<file path="src/hdl/nsvl_pkg.sv">
// Shared types and codes for the nearest-seed Voronoi labeler.
`timescale 1ns / 1ps

package nsvl_pkg;

  // Input command codes.
  localparam logic CMD_LOAD  = 1'b0;
  localparam logic CMD_QUERY = 1'b1;

  // Result status codes.
  localparam logic [1:0] ST_OK    = 2'd0;
  localparam logic [1:0] ST_EMPTY = 2'd1;
  localparam logic [1:0] ST_RANGE = 2'd2;

  // Configuration register indexes.
  localparam int CFG_IDX_W = 1;
  localparam logic [CFG_IDX_W-1:0] REG_GRID_WIDTH  = 1'b0;
  localparam logic [CFG_IDX_W-1:0] REG_GRID_HEIGHT = 1'b1;

  // Grid size registers and their reset value.
  localparam int GRID_W = 13;
  localparam logic [GRID_W-1:0] GRID_RESET = 13'd4096;

  // Squared distance: two 34-bit squares and their sum.
  localparam int SQ_W   = 34;
  localparam int DIST_W = SQ_W + 1;

  // Commands from the controller to the datapath.
  typedef struct packed {
    logic load;     // a load transfer is accepted
    logic query;    // a query transfer is accepted
    logic scan_rd;  // read the next seed and advance the scan address
    logic finish;   // move the query result into the output register
  } dp_cmd_t;

  // Status from the datapath to the controller.
  typedef struct packed {
    logic early_err;  // the query on the input gives an error status
    logic last_addr;  // the scan address points at the last stored seed
    logic pipe_busy;  // seeds are still in the distance pipeline
    logic out_free;   // the output register can take a result this cycle
  } dp_stat_t;

  // Controller states.
  typedef enum logic [3:0] {
    S_IDLE  = 4'b0001,
    S_SCAN  = 4'b0010,
    S_DRAIN = 4'b0100,
    S_DONE  = 4'b1000
  } state_t;

endpackage

</file>
<file path="src/hdl/nsvl_ctrl.sv">
// Controller: sequences the input transfer, seed scan, pipeline drain and result hand-off.
`timescale 1ns / 1ps

module nsvl_ctrl (
  input  logic                clk,
  input  logic                rst,
  input  logic                in_valid,
  input  logic                command,
  output logic                in_stall,
  input  nsvl_pkg::dp_stat_t  stat,
  output nsvl_pkg::dp_cmd_t   cmd
);

  import nsvl_pkg::*;

  state_t state;
  state_t state_next;
  logic   accept;

  assign in_stall = (state != S_IDLE);
  assign accept   = in_valid && !in_stall;

  // Next state and datapath commands.
  always_comb begin
    state_next  = state;
    cmd.load    = accept && (command == CMD_LOAD);
    cmd.query   = accept && (command == CMD_QUERY);
    cmd.scan_rd = 1'b0;
    cmd.finish  = 1'b0;
    unique case (state)
      S_IDLE: begin
        if (cmd.query) begin
          state_next = stat.early_err ? S_DONE : S_SCAN;
        end
      end
      S_SCAN: begin
        cmd.scan_rd = 1'b1;
        if (stat.last_addr) begin
          state_next = S_DRAIN;
        end
      end
      S_DRAIN: begin
        if (!stat.pipe_busy) begin
          state_next = S_DONE;
        end
      end
      S_DONE: begin
        if (stat.out_free) begin
          cmd.finish = 1'b1;
          state_next = S_IDLE;
        end
      end
      default: begin
        state_next = S_IDLE;
      end
    endcase
  end

  // State register.
  always_ff @(posedge clk) begin
    if (rst) begin
      state <= S_IDLE;
    end else begin
      state <= state_next;
    end
  end

endmodule

</file>
<file path="config.mk">
export PLATFORM = sky130hd
export DESIGN_NAME = nsvl_ctrl
export DESIGN_NICKNAME = d
export VERILOG_FILES = /design/src/hdl/nsvl_pkg.sv /design/src/hdl/nsvl_ctrl.sv
export SDC_FILE = /design/constraint.sdc
export NUM_CORES = 1
export LEC_CHECK = 0
export BUFFER_PORTS_ARGS = -buffer_cell sky130_fd_sc_hd__buf_2
export CORE_AREA = 2 2 39 41
export DETAILED_ROUTE_END_ITERATION = 6
export DIE_AREA = 0 0 41 43
export PLACE_DENSITY_LB_ADDON = 0.08
export SYNTH_ARGS = -nofsm -noshare
export SYNTH_HDL_FRONTEND = slang
export SYNTH_SLANG_ARGS = --single-unit
</file>
<file path="constraint.sdc">
create_clock -name clk -period 2.1 [get_ports clk]
set_clock_uncertainty 0.2 [all_clocks]
set_input_delay 0.525 -clock clk [delete_from_list [all_inputs] [get_ports clk]]
set_output_delay 0.525 -clock clk [all_outputs]
set_load 0.03 [all_outputs]
</file>
After elaboration in Yosys (flattened, before gate mapping) --
Index checks and enable logic that the tools add are counted.
Word-level totals: register bits 4, input port bits 8, output and inout bits 5, word-level logic and storage cells 25
Cells by class: equal/unequal tests 9, muxes and demuxes 9, bitwise operators 1, reductions and logical operators 5
Operator list (number):
- 2-to-1 mux 4 bit | 5
- case mux 4 bit (4 select lines) | 1
- != test 2 bit (second input constant) | 4
- == test 4 x 1 -> 1 bit (second input constant) | 1
- == test 4 x 2 -> 1 bit (second input constant) | 1
- == test 4 x 3 -> 1 bit (second input constant) | 1
- == test 4 bit (second input constant) | 1
- != test 4 x 1 -> 1 bit (second input constant) | 1
- AND reduction 4 bit | 1
- logical AND 1 bit | 3
- 2-to-1 mux 1 bit | 3
- zero test 1 bit | 1
- NOT 1 bit | 1

Logic depth before layout (Yosys ltp) --
word-level depth 6, mapped depth 5, depth with buffers taken out 4

Worst setup path before layout --
OpenSTA, ideal clock, no wires.
kind input -> output, start input port stat[0] (netlist bit), end output port cmd[0] (netlist bit), data arrival time 1.472 ns, data required time 1.375 ns, setup slack -0.097 ns, cell stages on the path 2, path buffers 0, cells stage by stage nand2_1 nor4_1
RTL lines:
- start: declaration | RTL line nsvl_ctrl.sv:10 | input nsvl_pkg::dp_stat_t stat,
- end: declaration | RTL line nsvl_ctrl.sv:11 | output nsvl_pkg::dp_cmd_t cmd

==> flow_summary.toml <==
[setup_path]
crit_family = "simple AND/OR/NAND/NOR gates"
critPathMaxStageDelay_ps = 370
crit_fanout = 7
critPathBufInv = 1
path_cells = "nor4b_4, and3_1, clkbuf_4"
r2r_slack_ps = 390
reg2reg_from = "state[1]$_SDFFE_PP0P_"
r2r_cells = 5
cp.arrival_ps = 1310
endpoint_kind = "primary output"
worstSetupPathType = "flip-flop to primary output"
worstPathRequired_ps = 1370
cp-start-kind = "flip-flop"
crit_slowest_cell = "dfxtp_4"
regToRegEndpoint = "state[1]$_SDFFE_PP0P_"

[routing]
drtAntennaViolNets = 0
drtIter0Drc = 1
route.detailed.drc = 0
num_vias = 346
via_per_inst = 4.613
post_drt_wl_per_cell_um = 11.17
routed_wl_um = 838
dr.pass1.iters = 2

[final_layout]
drive_gt1_share_pct = 42.37
regMostFlops = "state"
reg_top3 = "state: 4 flops"
largest_reg_flops = 4
nets = 69
final_core_util_pct = 34.18
antenna_cells = 0
fillerInstances = 161
area_delta_synth_final_pct = 42.11
stdcell_area_sq_um = 473.0

[power]
power.internal_uw = 196.8
p_comb_share_pct = 38.4
switchingPower_uw = 98.07
peakVddDrop_mv = 0.2748
p_sw_share_pct = 33.26
p_leak_nw = 0.2240
power.density_nw_per_um2 = 623.5
total_power_uw = 294.9
p_clk_share_pct = 30.8
power_frac_seq_pct = 30.8

[cts]
clk_pin_slew_ps = 40
numCtsBuffers = 3
insertion_delay_ps = 230
cts_tree = "built"
clockBufferDepth = 2
clockRootBuffer = "clkbuf_4"
ctsHoldBuffers = 0
clkSinkCount = 4
h-tree-depth = 1
post-cts-setup-buffer-count = 0

[synthesis]
netlist_top_cells_area = "dfxtp_1 24%, nor4b_4 14%, nand2_1 6.8%, a21oi_1 4.5%, inv_1 4.5%"
yosysUniqueCellTypes = 26
synth-async-reset-ratio_pct = 0
yosysWarnings = 0
ys_seq_area_share_pct = 24.06
ys_seq_elements = 4
synth.avg_cell_area_sq_um = 7.924
synth_nets = 50
yosysMostFrequentCell = "nand2_1"
synth_edf_count = 0
synth.top_cell.area_share_pct = 24.06
ys.flop_type = "dfxtp_1"
synth_largest_area_cell = "dfxtp_1"
synth_common_cells = "6 x nand2_1, 4 x dfxtp_1, 4 x inv_1, 3 x a21oi_1, 3 x nor2_1"
synthCells = 42
synth.cell_area_sq_um = 332.8

[placement]
routabilityCongestion = 0.6939
placed_cell_area_sq_um = 436.7
dp_slack_ps = 257.8
dp_hpwl_um = 677.3
io_buffers = 12

[timing]
fmax_mhz = 491.1
setup_viol = 0
min_period_over_period_pct = 96.97
min_period_ps = 2036
worst_slew_pin_slew_ps = 350.8
drv_slew = 0
hold_viol = 0
slew_headroom_pct = 76.46
setup_slack_ps = 63.71
setup_tns_ps = 0

[hold_path]
hold-path-endpoint = "state[1]$_SDFFE_PP0P_"
timing.hold.worst.class = "input port to flip-flop"
holdCritStartpoint = "stat[3]"
min_delay_path_depth = 2

[run_status]
outcome = "completed"

[die]
fp-row-count = 14
num_io_pins = 13
initial_utilization_pct = 24.05
die_y_um = 43
fp.dieArea_sq_um = 1763
die_w_um = 41
core_area_sq_um = 1384

[global_route]
grt_usage_pct = 12.04
grt_pass1_wl_mm = 1.407
antenna_found_initial = 0
grt_remaining_overflow = 0
grt_max_degree = 8
grt_pass1_vias = 340

[run]
max_cap_viol_count = 0
==> layout by cell type, fill, tap and decap left out, drive strengths merged, types with 2 or more instances in the layout <==
cell type / n
buf: 15
nor4b: 2
a21oi: 3
o21ai: 2
inv: 4
clkbuf: 4
dfxtp: 4
nor2: 3
nand2: 6
==> timing repair <==
item | CTS | global route
pin swaps | 1 | 1
gates resized for setup | 0 | 6
setup endpoints to repair | 1 | 4
endpoints found under the hold margin | 0 | 0
==> through the flow <==
stage                     std cells  hold WS (ps)
after floorplan                  42         394.1
after global placement           72         521.4
after detailed placement         72         498.7
after CTS                        75         304.5
after global routing             75         319.3
final                            75         318.4
==> area by class of cell <==
cell class	instances	area (sq um)	share of cell area (%)
Tap cell	16	20.02	4.233
Multi-Input combinational cell	32	236.5	50.00
Sequential cell	4	83.83	17.72
Inverter	4	15.01	3.175
Timing Repair Buffer	16	95.09	20.11
Clock buffer	3	22.52	4.762
==> cells by family after synthesis <==
| kind of cell | count (synthesis) | share of synthesized area (%) |
|---|---|---|
| AOI/OAI and AO/OA | 11 | 23.31 |
| buffers and inverters | 6 | 8.269 |
| DFF | 4 | 24.06 |
| and+or+nand+nor | 21 | 44.37 |
==> per-layer routing <==
metal  wire [um]  up-vias  share of wire [%]  global-route usage [%]
met5           0        -                  0                       0
met4           0        0                  0                   10.00
met3          39        0                4.7                   1.571
met2         377       11                 45                   16.56
met1         420      151                 50                   15.71
li1            -      184                  -                       -
==> how the worst max path moves through the flow <==
stage / cells after the start / to / slack (ps) / startpoint
global route: 3 / cmd[2] / -0.8 / state[3]$_SDFFE_PP0P_
finish: 3 / cmd[2] / 60 / state[3]$_SDFFE_PP0P_
global placement: 3 / cmd[2] / 270 / state[3]$_SDFFE_PP0P_
detailed placement: 3 / cmd[2] / 260 / state[3]$_SDFFE_PP0P_
floorplan: 3 / cmd[1] / 50 / state[2]$_SDFFE_PP0P_
CTS: 3 / cmd[2] / 20 / state[3]$_SDFFE_PP0P_
==> power groups by stage <==
| stage | Combinational, mW | Sequential [mW] | Clock (mW) |
|---|---|---|---|
| 3_3_place_gp | 0.111 | 0.0926 | 0 |
| 2_1_floorplan | 0.0761 | 0.0886 | 0 |
| 6_report | 0.113 | 0.0908 | 0.0908 |
| 4_1_cts | 0.111 | 0.0906 | 0.0973 |
| 5_1_grt | 0.125 | 0.0916 | 0.101 |
| 3_5_place_dp | 0.109 | 0.0916 | 0 |
(Power assumes the default switching activity.)
